### config.mk
export PLATFORM = sky130hd
export DESIGN_NAME = midpoint_ellipse_rasterizer_core_flat
export DESIGN_NICKNAME = d
export VERILOG_FILES = /design/src/rtl/mer_pkg.sv /design/src/rtl/mer_in_if.sv /design/src/rtl/mer_out_if.sv /design/src/rtl/midpoint_ellipse_rasterizer_core.sv /design/src/flat_wrapper.sv
export SDC_FILE = /design/constraint.sdc
export NUM_CORES = 2
export LEC_CHECK = 0
export ABC_AREA = 1
export BUFFER_PORTS_ARGS = -buffer_cell sky130_fd_sc_hd__buf_2
export CORE_AREA = 2 2 217 432
export DETAILED_ROUTE_END_ITERATION = 16
export DIE_AREA = 0 0 219 434
export PLACE_DENSITY_LB_ADDON = 0.1
export SLEW_MARGIN = 20
export SYNTH_ARGS = -nofsm -noshare
export SYNTH_HDL_FRONTEND = slang
export SYNTH_SLANG_ARGS = --single-unit
### constraint.sdc
create_clock -name clk_i -period 9.9 [get_ports clk_i]
set_input_delay 0.99 -clock clk_i [delete_from_list [all_inputs] [get_ports clk_i]]
set_output_delay 0.99 -clock clk_i [all_outputs]
set_load 0.1 [all_outputs]
### src/rtl/mer_pkg.sv
// shared types and codes of the midpoint ellipse rasterizer
`timescale 1ns / 1ps
package mer_pkg;

  // input opcode values
  localparam logic OP_START = 1'b0;
  localparam logic OP_STEP  = 1'b1;

  // sequencer states
  typedef enum logic [3:0] {
    ST_IDLE,
    ST_S_RX2,
    ST_S_RY2,
    ST_S_SLOPE,
    ST_S_INIT,
    ST_R_AA,
    ST_R_RYAA,
    ST_R_BB,
    ST_R_RXBB,
    ST_R_RXRY,
    ST_R_DONE,
    ST_EMIT
  } mer_state_e;

endpackage

### src/rtl/mer_in_if.sv
// input channel of the ellipse rasterizer: opcode, center and radii
`timescale 1ns / 1ps
interface mer_in_if #(
  parameter int COORD_BITS  = 10,
  parameter int RADIUS_BITS = 9
);
  logic                   valid;
  logic                   ready;
  logic                   opcode;
  logic [COORD_BITS-1:0]  center_x;
  logic [COORD_BITS-1:0]  center_y;
  logic [RADIUS_BITS-1:0] radius_x;
  logic [RADIUS_BITS-1:0] radius_y;

  modport source (
    output valid, opcode, center_x, center_y, radius_x, radius_y,
    input  ready
  );
  modport sink (
    input  valid, opcode, center_x, center_y, radius_x, radius_y,
    output ready
  );
endinterface

### src/rtl/mer_out_if.sv
// output channel of the ellipse rasterizer: four symmetric coordinates and last flag
`timescale 1ns / 1ps
interface mer_out_if #(
  parameter int COORD_BITS = 10
);
  localparam int OUT_BITS = COORD_BITS + 2;

  logic                       valid;
  logic                       ready;
  logic signed [OUT_BITS-1:0] right_x;
  logic signed [OUT_BITS-1:0] left_x;
  logic signed [OUT_BITS-1:0] lower_y;
  logic signed [OUT_BITS-1:0] upper_y;
  logic                       last;

  modport source (
    output valid, right_x, left_x, lower_y, upper_y, last,
    input  ready
  );
  modport sink (
    input  valid, right_x, left_x, lower_y, upper_y, last,
    output ready
  );
endinterface

### src/rtl/midpoint_ellipse_rasterizer_core.sv
// midpoint ellipse rasterizer: start sets up a run, each step of an active run emits one symmetric point
// start item: accept, three shared-multiplier passes, decision setup, no result
// step item: accept plus update, the update waiting while a held result blocks it
// region switch step: five shared-multiplier passes and a final subtract before the update
// steps with no active run are accepted and ignored; input is not ready while a start or step is in work
// rst_ni asynchronously clears sequencer, run state and output valid, not product or payload
`timescale 1ns / 1ps
module midpoint_ellipse_rasterizer_core
  import mer_pkg::*;
#(
  parameter int COORD_BITS  = 10,
  parameter int RADIUS_BITS = 9
) (
  input  logic       clk_i,
  input  logic       rst_ni,
  mer_in_if.sink     in_i,
  mer_out_if.source  out_o
);

  localparam int OUT_BITS   = COORD_BITS + 2;
  localparam int OFF_BITS   = RADIUS_BITS + 1;
  localparam int SQ_BITS    = 2 * RADIUS_BITS;
  localparam int MA_BITS    = SQ_BITS;
  localparam int MB_BITS    = SQ_BITS + 4;
  localparam int P_BITS     = MA_BITS + MB_BITS;
  localparam int SLOPE_BITS = (3 * RADIUS_BITS + 4 > 64) ? 64 : 3 * RADIUS_BITS + 4;
  localparam int DEC_BITS   = (4 * RADIUS_BITS + 6 > 64) ? 64 : 4 * RADIUS_BITS + 6;
  localparam int EXT_BITS   = (OUT_BITS > OFF_BITS) ? OUT_BITS : OFF_BITS;

  mer_state_e state_q, state_d;

  logic                   active_q, active_d;
  logic                   rg2_q, rg2_d;
  logic [OFF_BITS-1:0]    off_x_q, off_x_d;
  logic [OFF_BITS-1:0]    off_y_q, off_y_d;
  logic [SLOPE_BITS-1:0]  slope_x_q, slope_x_d;
  logic [SLOPE_BITS-1:0]  slope_y_q, slope_y_d;
  logic [DEC_BITS-1:0]    dec_q, dec_d;
  logic [COORD_BITS-1:0]  cx_q, cx_d;
  logic [COORD_BITS-1:0]  cy_q, cy_d;
  logic [RADIUS_BITS-1:0] rx_q, rx_d;
  logic [RADIUS_BITS-1:0] ry_q, ry_d;
  logic [SQ_BITS-1:0]     rx2_q, rx2_d;
  logic [SQ_BITS-1:0]     ry2_q, ry2_d;
  logic [P_BITS-1:0]      p_q, p_d;

  logic                   out_valid_q, out_valid_d;
  logic [OUT_BITS-1:0]    right_x_q, right_x_d;
  logic [OUT_BITS-1:0]    left_x_q, left_x_d;
  logic [OUT_BITS-1:0]    lower_y_q, lower_y_d;
  logic [OUT_BITS-1:0]    upper_y_q, upper_y_d;
  logic                   last_q, last_d;

  // shared multiplier
  logic [MA_BITS-1:0] mul_a;
  logic [MB_BITS-1:0] mul_b;

  logic                  in_fire;
  logic [OFF_BITS+1-1:0] odd_x;
  logic [OFF_BITS-1:0]   y_less;
  logic                  dec_neg;
  logic                  dec_nz;
  logic                  at_last;
  logic                  out_free;
  logic [SLOPE_BITS-1:0] slope_x_inc;
  logic [SLOPE_BITS-1:0] slope_y_dec;
  logic [DEC_BITS-1:0]   sx4;
  logic [DEC_BITS-1:0]   sy4;
  logic [DEC_BITS-1:0]   rx2_x4;
  logic [DEC_BITS-1:0]   ry2_x4;
  logic [EXT_BITS-1:0]   cx_w, cy_w, ox_w, oy_w;
  logic [EXT_BITS-1:0]   rx_sum, lx_sum, ly_sum, uy_sum;

  assign in_i.ready = (state_q == ST_IDLE);
  assign in_fire    = in_i.valid && in_i.ready;

  assign out_o.valid   = out_valid_q;
  assign out_o.right_x = right_x_q;
  assign out_o.left_x  = left_x_q;
  assign out_o.lower_y = lower_y_q;
  assign out_o.upper_y = upper_y_q;
  assign out_o.last    = last_q;
  assign out_free      = !out_valid_q || out_o.ready;

  // 2x+1 and y-1 for the region two setup; y-1 squared is one when y is zero
  assign odd_x   = {off_x_q, 1'b1};
  assign y_less  = (off_y_q == '0) ? OFF_BITS'(1) : off_y_q - OFF_BITS'(1);
  assign dec_neg = dec_q[DEC_BITS-1];
  assign dec_nz  = |dec_q;
  assign at_last = rg2_q && (off_y_q == '0);

  assign slope_x_inc = slope_x_q + SLOPE_BITS'({ry2_q, 1'b0});
  assign slope_y_dec = slope_y_q - SLOPE_BITS'({rx2_q, 1'b0});
  assign sx4         = DEC_BITS'({slope_x_inc, 2'b00});
  assign sy4         = DEC_BITS'({slope_y_dec, 2'b00});
  assign rx2_x4      = DEC_BITS'({rx2_q, 2'b00});
  assign ry2_x4      = DEC_BITS'({ry2_q, 2'b00});

  assign cx_w   = EXT_BITS'(cx_q);
  assign cy_w   = EXT_BITS'(cy_q);
  assign ox_w   = EXT_BITS'(off_x_q);
  assign oy_w   = EXT_BITS'(off_y_q);
  assign rx_sum = cx_w + ox_w;
  assign lx_sum = cx_w - ox_w;
  assign ly_sum = cy_w + oy_w;
  assign uy_sum = cy_w - oy_w;

  // multiplier operand selection per sequencer step
  always_comb begin
    mul_a = '0;
    mul_b = '0;
    unique case (state_q)
      ST_S_RX2: begin
        mul_a = MA_BITS'(rx_q);
        mul_b = MB_BITS'(rx_q);
      end
      ST_S_RY2: begin
        mul_a = MA_BITS'(ry_q);
        mul_b = MB_BITS'(ry_q);
      end
      ST_S_SLOPE: begin
        mul_a = rx2_q;
        mul_b = MB_BITS'(ry_q);
      end
      ST_R_AA: begin
        mul_a = MA_BITS'(odd_x);
        mul_b = MB_BITS'(odd_x);
      end
      ST_R_RYAA: begin
        mul_a = ry2_q;
        mul_b = p_q[MB_BITS-1:0];
      end
      ST_R_BB: begin
        mul_a = MA_BITS'(y_less);
        mul_b = MB_BITS'(y_less);
      end
      ST_R_RXBB: begin
        mul_a = rx2_q;
        mul_b = p_q[MB_BITS-1:0];
      end
      ST_R_RXRY: begin
        mul_a = rx2_q;
        mul_b = MB_BITS'(ry2_q);
      end
      default: begin
        mul_a = '0;
        mul_b = '0;
      end
    endcase
  end

  assign p_d = mul_a * mul_b;

  // sequencer and datapath next state
  always_comb begin
    state_d     = state_q;
    active_d    = active_q;
    rg2_d       = rg2_q;
    off_x_d     = off_x_q;
    off_y_d     = off_y_q;
    slope_x_d   = slope_x_q;
    slope_y_d   = slope_y_q;
    dec_d       = dec_q;
    cx_d        = cx_q;
    cy_d        = cy_q;
    rx_d        = rx_q;
    ry_d        = ry_q;
    rx2_d       = rx2_q;
    ry2_d       = ry2_q;
    out_valid_d = out_valid_q && !out_o.ready;
    right_x_d   = right_x_q;
    left_x_d    = left_x_q;
    lower_y_d   = lower_y_q;
    upper_y_d   = upper_y_q;
    last_d      = last_q;

    unique case (state_q)
      ST_IDLE: begin
        if (in_fire) begin
          if (in_i.opcode == OP_START) begin
            cx_d      = in_i.center_x;
            cy_d      = in_i.center_y;
            rx_d      = in_i.radius_x;
            ry_d      = in_i.radius_y;
            off_x_d   = '0;
            off_y_d   = OFF_BITS'(in_i.radius_y);
            slope_x_d = '0;
            rg2_d     = 1'b0;
            active_d  = 1'b1;
            state_d   = ST_S_RX2;
          end else if (active_q) begin
            if (!rg2_q && !(slope_x_q < slope_y_q)) begin
              state_d = ST_R_AA;
            end else begin
              state_d = ST_EMIT;
            end
          end
        end
      end
      ST_S_RX2: begin
        state_d = ST_S_RY2;
      end
      ST_S_RY2: begin
        rx2_d   = p_q[SQ_BITS-1:0];
        state_d = ST_S_SLOPE;
      end
      ST_S_SLOPE: begin
        ry2_d   = p_q[SQ_BITS-1:0];
        state_d = ST_S_INIT;
      end
      ST_S_INIT: begin
        // p holds rx^2 * ry
        slope_y_d = SLOPE_BITS'({p_q, 1'b0});
        dec_d     = ry2_x4 - DEC_BITS'({p_q, 2'b00}) + DEC_BITS'(rx2_q);
        state_d   = ST_IDLE;
      end
      ST_R_AA: begin
        state_d = ST_R_RYAA;
      end
      ST_R_RYAA: begin
        state_d = ST_R_BB;
      end
      ST_R_BB: begin
        dec_d   = DEC_BITS'(p_q);
        state_d = ST_R_RXBB;
      end
      ST_R_RXBB: begin
        state_d = ST_R_RXRY;
      end
      ST_R_RXRY: begin
        dec_d   = dec_q + DEC_BITS'({p_q, 2'b00});
        state_d = ST_R_DONE;
      end
      ST_R_DONE: begin
        dec_d   = dec_q - DEC_BITS'({p_q, 2'b00});
        rg2_d   = 1'b1;
        state_d = ST_EMIT;
      end
      ST_EMIT: begin
        if (out_free) begin
          out_valid_d = 1'b1;
          right_x_d   = rx_sum[OUT_BITS-1:0];
          left_x_d    = lx_sum[OUT_BITS-1:0];
          lower_y_d   = ly_sum[OUT_BITS-1:0];
          upper_y_d   = uy_sum[OUT_BITS-1:0];
          last_d      = at_last;
          state_d     = ST_IDLE;
          if (!rg2_q) begin
            off_x_d   = off_x_q + OFF_BITS'(1);
            slope_x_d = slope_x_inc;
            if (dec_neg) begin
              dec_d = dec_q + sx4 + ry2_x4;
            end else begin
              off_y_d   = off_y_q - OFF_BITS'(1);
              slope_y_d = slope_y_dec;
              dec_d     = dec_q + sx4 - sy4 + ry2_x4;
            end
          end else if (at_last) begin
            active_d = 1'b0;
          end else begin
            off_y_d   = off_y_q - OFF_BITS'(1);
            slope_y_d = slope_y_dec;
            if (!dec_neg && dec_nz) begin
              dec_d = dec_q + rx2_x4 - sy4;
            end else begin
              off_x_d   = off_x_q + OFF_BITS'(1);
              slope_x_d = slope_x_inc;
              dec_d     = dec_q + sx4 - sy4 + rx2_x4;
            end
          end
        end
      end
      default: begin
        state_d = ST_IDLE;
      end
    endcase
  end

  always_ff @(posedge clk_i or negedge rst_ni) begin
    if (!rst_ni) begin
      state_q     <= ST_IDLE;
      active_q    <= 1'b0;
      rg2_q       <= 1'b0;
      out_valid_q <= 1'b0;
      off_x_q     <= '0;
      off_y_q     <= '0;
      slope_x_q   <= '0;
      slope_y_q   <= '0;
      dec_q       <= '0;
      cx_q        <= '0;
      cy_q        <= '0;
      rx_q        <= '0;
      ry_q        <= '0;
      rx2_q       <= '0;
      ry2_q       <= '0;
    end else begin
      state_q     <= state_d;
      active_q    <= active_d;
      rg2_q       <= rg2_d;
      out_valid_q <= out_valid_d;
      off_x_q     <= off_x_d;
      off_y_q     <= off_y_d;
      slope_x_q   <= slope_x_d;
      slope_y_q   <= slope_y_d;
      dec_q       <= dec_d;
      cx_q        <= cx_d;
      cy_q        <= cy_d;
      rx_q        <= rx_d;
      ry_q        <= ry_d;
      rx2_q       <= rx2_d;
      ry2_q       <= ry2_d;
    end
  end

  // product and result payload registers
  always_ff @(posedge clk_i) begin
    p_q       <= p_d;
    right_x_q <= right_x_d;
    left_x_q  <= left_x_d;
    lower_y_q <= lower_y_d;
    upper_y_q <= upper_y_d;
    last_q    <= last_d;
  end

endmodule

### src/flat_wrapper.sv
// flat-port wrapper written by rule: the top's interface ports become plain ports
module midpoint_ellipse_rasterizer_core_flat import mer_pkg::*;
#(
  parameter int COORD_BITS  = 10,
  parameter int RADIUS_BITS = 9
)
  (clk_i, rst_ni, in_i_valid, in_i_opcode, in_i_center_x, in_i_center_y, in_i_radius_x, in_i_radius_y, in_i_ready, out_o_valid, out_o_right_x, out_o_left_x, out_o_lower_y, out_o_upper_y, out_o_last, out_o_ready);
  mer_in_if #(.COORD_BITS(COORD_BITS), .RADIUS_BITS(RADIUS_BITS)) in_i_i ();
  mer_out_if #(.COORD_BITS(COORD_BITS)) out_o_i ();
  input  logic clk_i;
  input  logic rst_ni;
  input wire logic [$bits(in_i_i.valid)-1:0] in_i_valid;
  input wire logic [$bits(in_i_i.opcode)-1:0] in_i_opcode;
  input wire logic [$bits(in_i_i.center_x)-1:0] in_i_center_x;
  input wire logic [$bits(in_i_i.center_y)-1:0] in_i_center_y;
  input wire logic [$bits(in_i_i.radius_x)-1:0] in_i_radius_x;
  input wire logic [$bits(in_i_i.radius_y)-1:0] in_i_radius_y;
  output wire logic [$bits(in_i_i.ready)-1:0] in_i_ready;
  output wire logic [$bits(out_o_i.valid)-1:0] out_o_valid;
  output wire logic [$bits(out_o_i.right_x)-1:0] out_o_right_x;
  output wire logic [$bits(out_o_i.left_x)-1:0] out_o_left_x;
  output wire logic [$bits(out_o_i.lower_y)-1:0] out_o_lower_y;
  output wire logic [$bits(out_o_i.upper_y)-1:0] out_o_upper_y;
  output wire logic [$bits(out_o_i.last)-1:0] out_o_last;
  input wire logic [$bits(out_o_i.ready)-1:0] out_o_ready;
  assign in_i_i.valid = in_i_valid;
  assign in_i_i.opcode = in_i_opcode;
  assign in_i_i.center_x = in_i_center_x;
  assign in_i_i.center_y = in_i_center_y;
  assign in_i_i.radius_x = in_i_radius_x;
  assign in_i_i.radius_y = in_i_radius_y;
  assign in_i_ready = in_i_i.ready;
  assign out_o_valid = out_o_i.valid;
  assign out_o_right_x = out_o_i.right_x;
  assign out_o_left_x = out_o_i.left_x;
  assign out_o_lower_y = out_o_i.lower_y;
  assign out_o_upper_y = out_o_i.upper_y;
  assign out_o_last = out_o_i.last;
  assign out_o_i.ready = out_o_ready;
  midpoint_ellipse_rasterizer_core #(.COORD_BITS(COORD_BITS), .RADIUS_BITS(RADIUS_BITS)) u_core (.clk_i(clk_i), .rst_ni(rst_ni), .in_i(in_i_i), .out_o(out_o_i));
endmodule
Yosys cells after proc, flatten, opt, wreduce, memory -nomap -nowiden
Index checks and enable logic that the tools add are counted.

Flip-flop bits (word level): 294. Bits of input ports: 43. Output and inout bits: 51. Word-level logic and storage cells: 145.

$add $sub $neg: 19. Multiply operators: 1. Magnitude comparators: 1. Eq/ne operators: 20. Muxes and demuxes: 52. Bitwise gates (word level): 1. Reduce and logical (&&, ||, !) cells: 30.

Operators with widths (number): $mux W31 (10); $mux W42 (5); $pmux W42 S5 (1); $add A42 B20 Y42 (4); $pmux W22 S6 (1); $mux W10 (13); $pmux W31 S2 (2); $pmux W18 S6 (1); $sub A42 B33 Y42 (2); $pmux W4 S11 (1); $add A42 B18 Y42 (1); $add A42 B33 Y42 (1); $add A42 B42 Y42 (1); $reduce_or A42 Y1 (1); $sub A20 B42 Y42 (1); $sub A42 B42 Y42 (1); $mul A18 B22 Y40 (1); $pmux W10 S2 (2); $add A31 B19 Y31 (1); $lt A31 B31 Y1 (1); $sub A31 B19 Y31 (1); $add A10 B10 Y11 (2); $sub A10 B10 Y11 (2); $mux W4 (5); 26 further kinds (63).

Longest topological paths before layout
Depth in word-level cells: 9. Mapped depth: 54. Mapped depth without buffers: 54.

Worst setup path before layout
Ideal clock, no wire load.

Kind: register to register. Start: reg u_core.off_y_q[1]. End: reg u_core.p_q[38]. Library setup time: 72 ps. Data arrival time: 7496 ps. Required time: 9828 ps. Slack: 2333 ps. Stages on the path, launching flop included: 41. Path buffers: 1. Period minus slack after synthesis: 7567 ps. Cell sequence: dfrtp_1 > inv_1 > ha_1 > nand4_1 > nor3_1 > nand3_1 > inv_1 > nor2_1 > inv_1 > o22ai_1 > nor4_1 > clkinv_1 > clkbuf_1 > nand2_1 > fa_1 > inv_1 > fa_1 > inv_1 > [5 not listed] > ha_1 > nand2_1 > nor2_1 > nand2_1 > o211ai_1 > a21oi_1 > nor3_1 > nor2_1 > o21ai_2 > a21boi_1 > o21bai_1 > nand2_1 > nand2_1 > inv_1 > o21ai_1 > nand2_1 > nand2_1 > xor2_1.

Cells in the longest elaborated chain, start to end: 4. Elaborated cells between the ends (all ways): 6. Those cells by class: 1 x add/sub; 1 x mul; 3 x mux; 1 x reduce/logical.

Ends and longest elaborated chain: start: declaration (RTL line midpoint_ellipse_rasterizer_core.sv:35) `logic [OFF_BITS-1:0] off_y_q, off_y_d;`; start signal: assignment (RTL line midpoint_ellipse_rasterizer_core.sv:302) `off_y_q <= off_y_d;`; $sub A10 B1 Y10 or $logic_not A10 Y1 (tied branches) (RTL line midpoint_ellipse_rasterizer_core.sv:87) `assign y_less = (off_y_q == '0) ? OFF_BITS'(1) : off_y_q - OFF_BITS'(1);`; $mux W10 (*) (RTL line midpoint_ellipse_rasterizer_core.sv:87); $pmux W18 S6 or $pmux W22 S6 (tied branches) (RTL line midpoint_ellipse_rasterizer_core.sv:112) `unique case (state_q)`; $mul A18 B22 Y40 (*) (RTL line midpoint_ellipse_rasterizer_core.sv:152) `assign p_d = mul_a * mul_b;`; named net u_core.p_d[38] (RTL line midpoint_ellipse_rasterizer_core.sv:45) `logic [P_BITS-1:0] p_q, p_d;`; end signal: assignment (RTL line midpoint_ellipse_rasterizer_core.sv:317) `p_q <= p_d;`; end: declaration (RTL line midpoint_ellipse_rasterizer_core.sv:45).

The timed path passes the listed nets; every way through them passes the cells marked *. A chain may end at the register's enable or synchronous reset.

Final worst setup path
Ends and elaborated chain as after synthesis.

==> results.ini <==
[outcome]
status=completed

[routing]
finalWirelength_um=220000
drt_iter0_drc=3720
drtAntennaViolNets=0
routedWlPerCell_um=27.9
vias=46800
viasPerCell=5.94
drt_first_pass_iters=6
drc_errors=0

[worst_setup_path]
end_kind=register
worstPathMaxFanout=12
cpMostUsedCell=nand2_1
critPathKind=reg -> reg
cp.required_ns=10.43
cp-start-kind=register
critPathSlowestCell=nor2_1
cpPeakStageDelay_ns=0.86
cp.arrival_ns=9.79

[sta]
setup_violations=0
finalHoldViolCount=0
fin_setup_tns_ns=0
tightest_slew_ns=1.29
period_share=0.936
rsz0062_at_grt=no
slew_viol_final=0
clock.fmax_mhz=108
finClkSkew_ns=0.0684
finalCriticalPeriod_ns=9.26
slew_headroom=0.138

[finish]
nFillCells=9305
design_area_mm2=0.0493
area_growth_syn_to_layout_pct=8.08
postLayoutCoreUtil=0.538
final_cell_mix=nand2_1 (1,614), inv_1 (1,178), nor2_1 (486)
final_common_cell=nand2_1
drive_gt1_frac=0.0693
nNetsFinal=7497
layout.cells.non_filler=7883

[global_route]
gr-total-overflow=0
first_global_vias=48100
grt_max_degree=91
grt_use_total=0.478
grt_pass1_wl_um=323000
antenna_found_initial=39

[place]
placed_area_mm2=0.0478
dpl.cell_count=7788
io_buffers=91
place_congestion=1.09
dp_hpwl_um=177000

[clocking]
hold_buffers=0
h-tree-depth=2
cts-root-buf=clkbuf_16
clock_latency_ns=0.66
clk_pin_slew_ns=0.06
cts_resized=0
cts_tree=yes
clockBufferDepth=3
post-cts-setup-buffers=0
numClockSinks=286
numCtsBuffers=36

[logic_synthesis]
synthArstFlopShare=0.710
synth_largest_area_cell=fa_1
synthTopCellsByArea=fa_1 (16%), nand2_1 (13%), ha_1 (12%)
syn_area_mm2=0.0456
synth-seq-area-share=0.157
avgSynthCellArea_um2=6.95
yosys_most_used_dff=dfrtp_1
synth_top_area_frac=0.159
synth_cells=6559
synth.distinct_cells=74
ys.warnings.count=0
synth-edff-count=43
ys_ff_latch=286

[floorplan]
core_area_mm2=0.0915
rows=157
die_h_um=434
initial_core_util=0.498
die_area_mm2=0.0950
io_pins=94
die_w_um=219

[min_path]
hold_path.class=in -> async

[job]
cap_violations=0

flip-flops by register name (all words and copies together), names as in the netlist, 4 cells and up:
signal and flops:
u_core.dec_q 42, u_core.state_q 4, u_core.slope_y_q 30, u_core.off_x_q 10, u_core.out_o.left_x 11, u_core.rx2_q 18
u_core.cx_q 10, u_core.out_o.lower_y 10, u_core.out_o.upper_y 11, u_core.p_q 40, u_core.slope_x_q 30, u_core.cy_q 10
u_core.ry2_q 18, u_core.rx_q 9, u_core.out_o.right_x 10, u_core.ry_q 9, u_core.off_y_q 10
area by class of cell:
class	instances	area [um2]	share of cell area
clock inverter	21	320	0.00650
tap	1192	1490	0.0303
inverter	1203	4520	0.0917
timing repair buffer	198	1290	0.0263
antenna	23	57.6	0.00117
clock buffer	45	976	0.0198
multi-input combinational	4915	33400	0.679
sequential	286	7170	0.146
routing by layer:
layer | global-route usage | share of wire | vias to the layer above
met3 | 0.171 | 0.084 | 1223
li1 | - | - | 21100
met5 | 0.000529 | 0.0010 | -
met4 | 0.549 | 0.14 | 32
met1 | 0.418 | 0.29 | 22100
met2 | 0.789 | 0.48 | 2310
kinds of logic after synthesis:
| family | Yosys count | share of synthesized area |
|---|---|---|
| other cells | 1 | 0.0000823 |
| simple gates | 2698 | 0.251 |
| xor+xnor | 293 | 0.0563 |
| fa+ha+maj | 814 | 0.283 |
| buf+inv | 1360 | 0.113 |
| flops | 286 | 0.157 |
| compound gates | 1107 | 0.139 |
critical path: cells and delay by family, from the launching register on:
| kind | cells | cell delay [ns] |
|---|---|---|
| AOI/OAI and AO/OA | 7 | 1.49 |
| adders and majority gates | 7 | 2.99 |
| xor gates and xnor gates | 1 | 0.13 |
| buffers and inverters | 6 | 1.35 |
| and+or+nand+nor | 16 | 2.74 |
| DFF | 1 | 0.44 |
worst paths after layout:
kind | slack [ns] | startpoint | cells after the start | to
worst max register to register | 0.64 | u_core.off_y_q[1] | 37 | u_core.p_q[38]
min in group clk_i | 0.48 | u_core.ry_q[1] | 2 | u_core.ry_q[1]
max in group asynchronous | 8.03 | rst_ni | 2 | u_core.slope_y_q[25]
worst max-delay path | 0.64 | u_core.off_y_q[1] | 37 | u_core.p_q[38]
worst min-delay path | 0.34 | rst_ni | 1 | u_core.off_y_q[1]
worst min register to register | 0.48 | u_core.ry_q[1] | 2 | u_core.ry_q[1]
synthesized netlist by cell type, types with 10 or more instances:
library cell	instances
dfxtp_1	40
a31oi_1	28
a211oi_1	10
nor2_1	492
nand4_1	65
fa_1	363
nor2_2	23
nor3_1	70
a22o_1	21
clkbuf_1	121
o21a_1	16
or2_2	26
inv_1	1179
o221ai_1	20
a21oi_1	424
o21ai_1	30
o22ai_1	40
buf_2	19
xnor2_1	68
o211ai_1	56
nand3_1	254
nand2_2	58
edfxtp_1	43
nand3_2	15
ha_1	451
buf_1	11
xor2_1	225
dfrtp_1	203
nor4_1	19
o21ai_0	344
inv_2	14
and2_1	12
o2111ai_1	19
o21bai_1	31
clkinv_1	10
o31ai_1	16
nand2_1	1614
per-stage QoR:
| stage | worst slack, ns | hold slack [ns] |
|---|---|---|
| after floorplan | 2.33 | 0.449 |
| after global placement | 1.00 | 0.467 |
| after detailed placement | 0.842 | 0.469 |
| after CTS | 0.806 | 0.393 |
| after global routing | 0.221 | 0.416 |
| final | 0.638 | 0.341 |
Power is not shown: default switching activity piles up to over one toggle a cycle in this logic, so the estimate is an artifact.
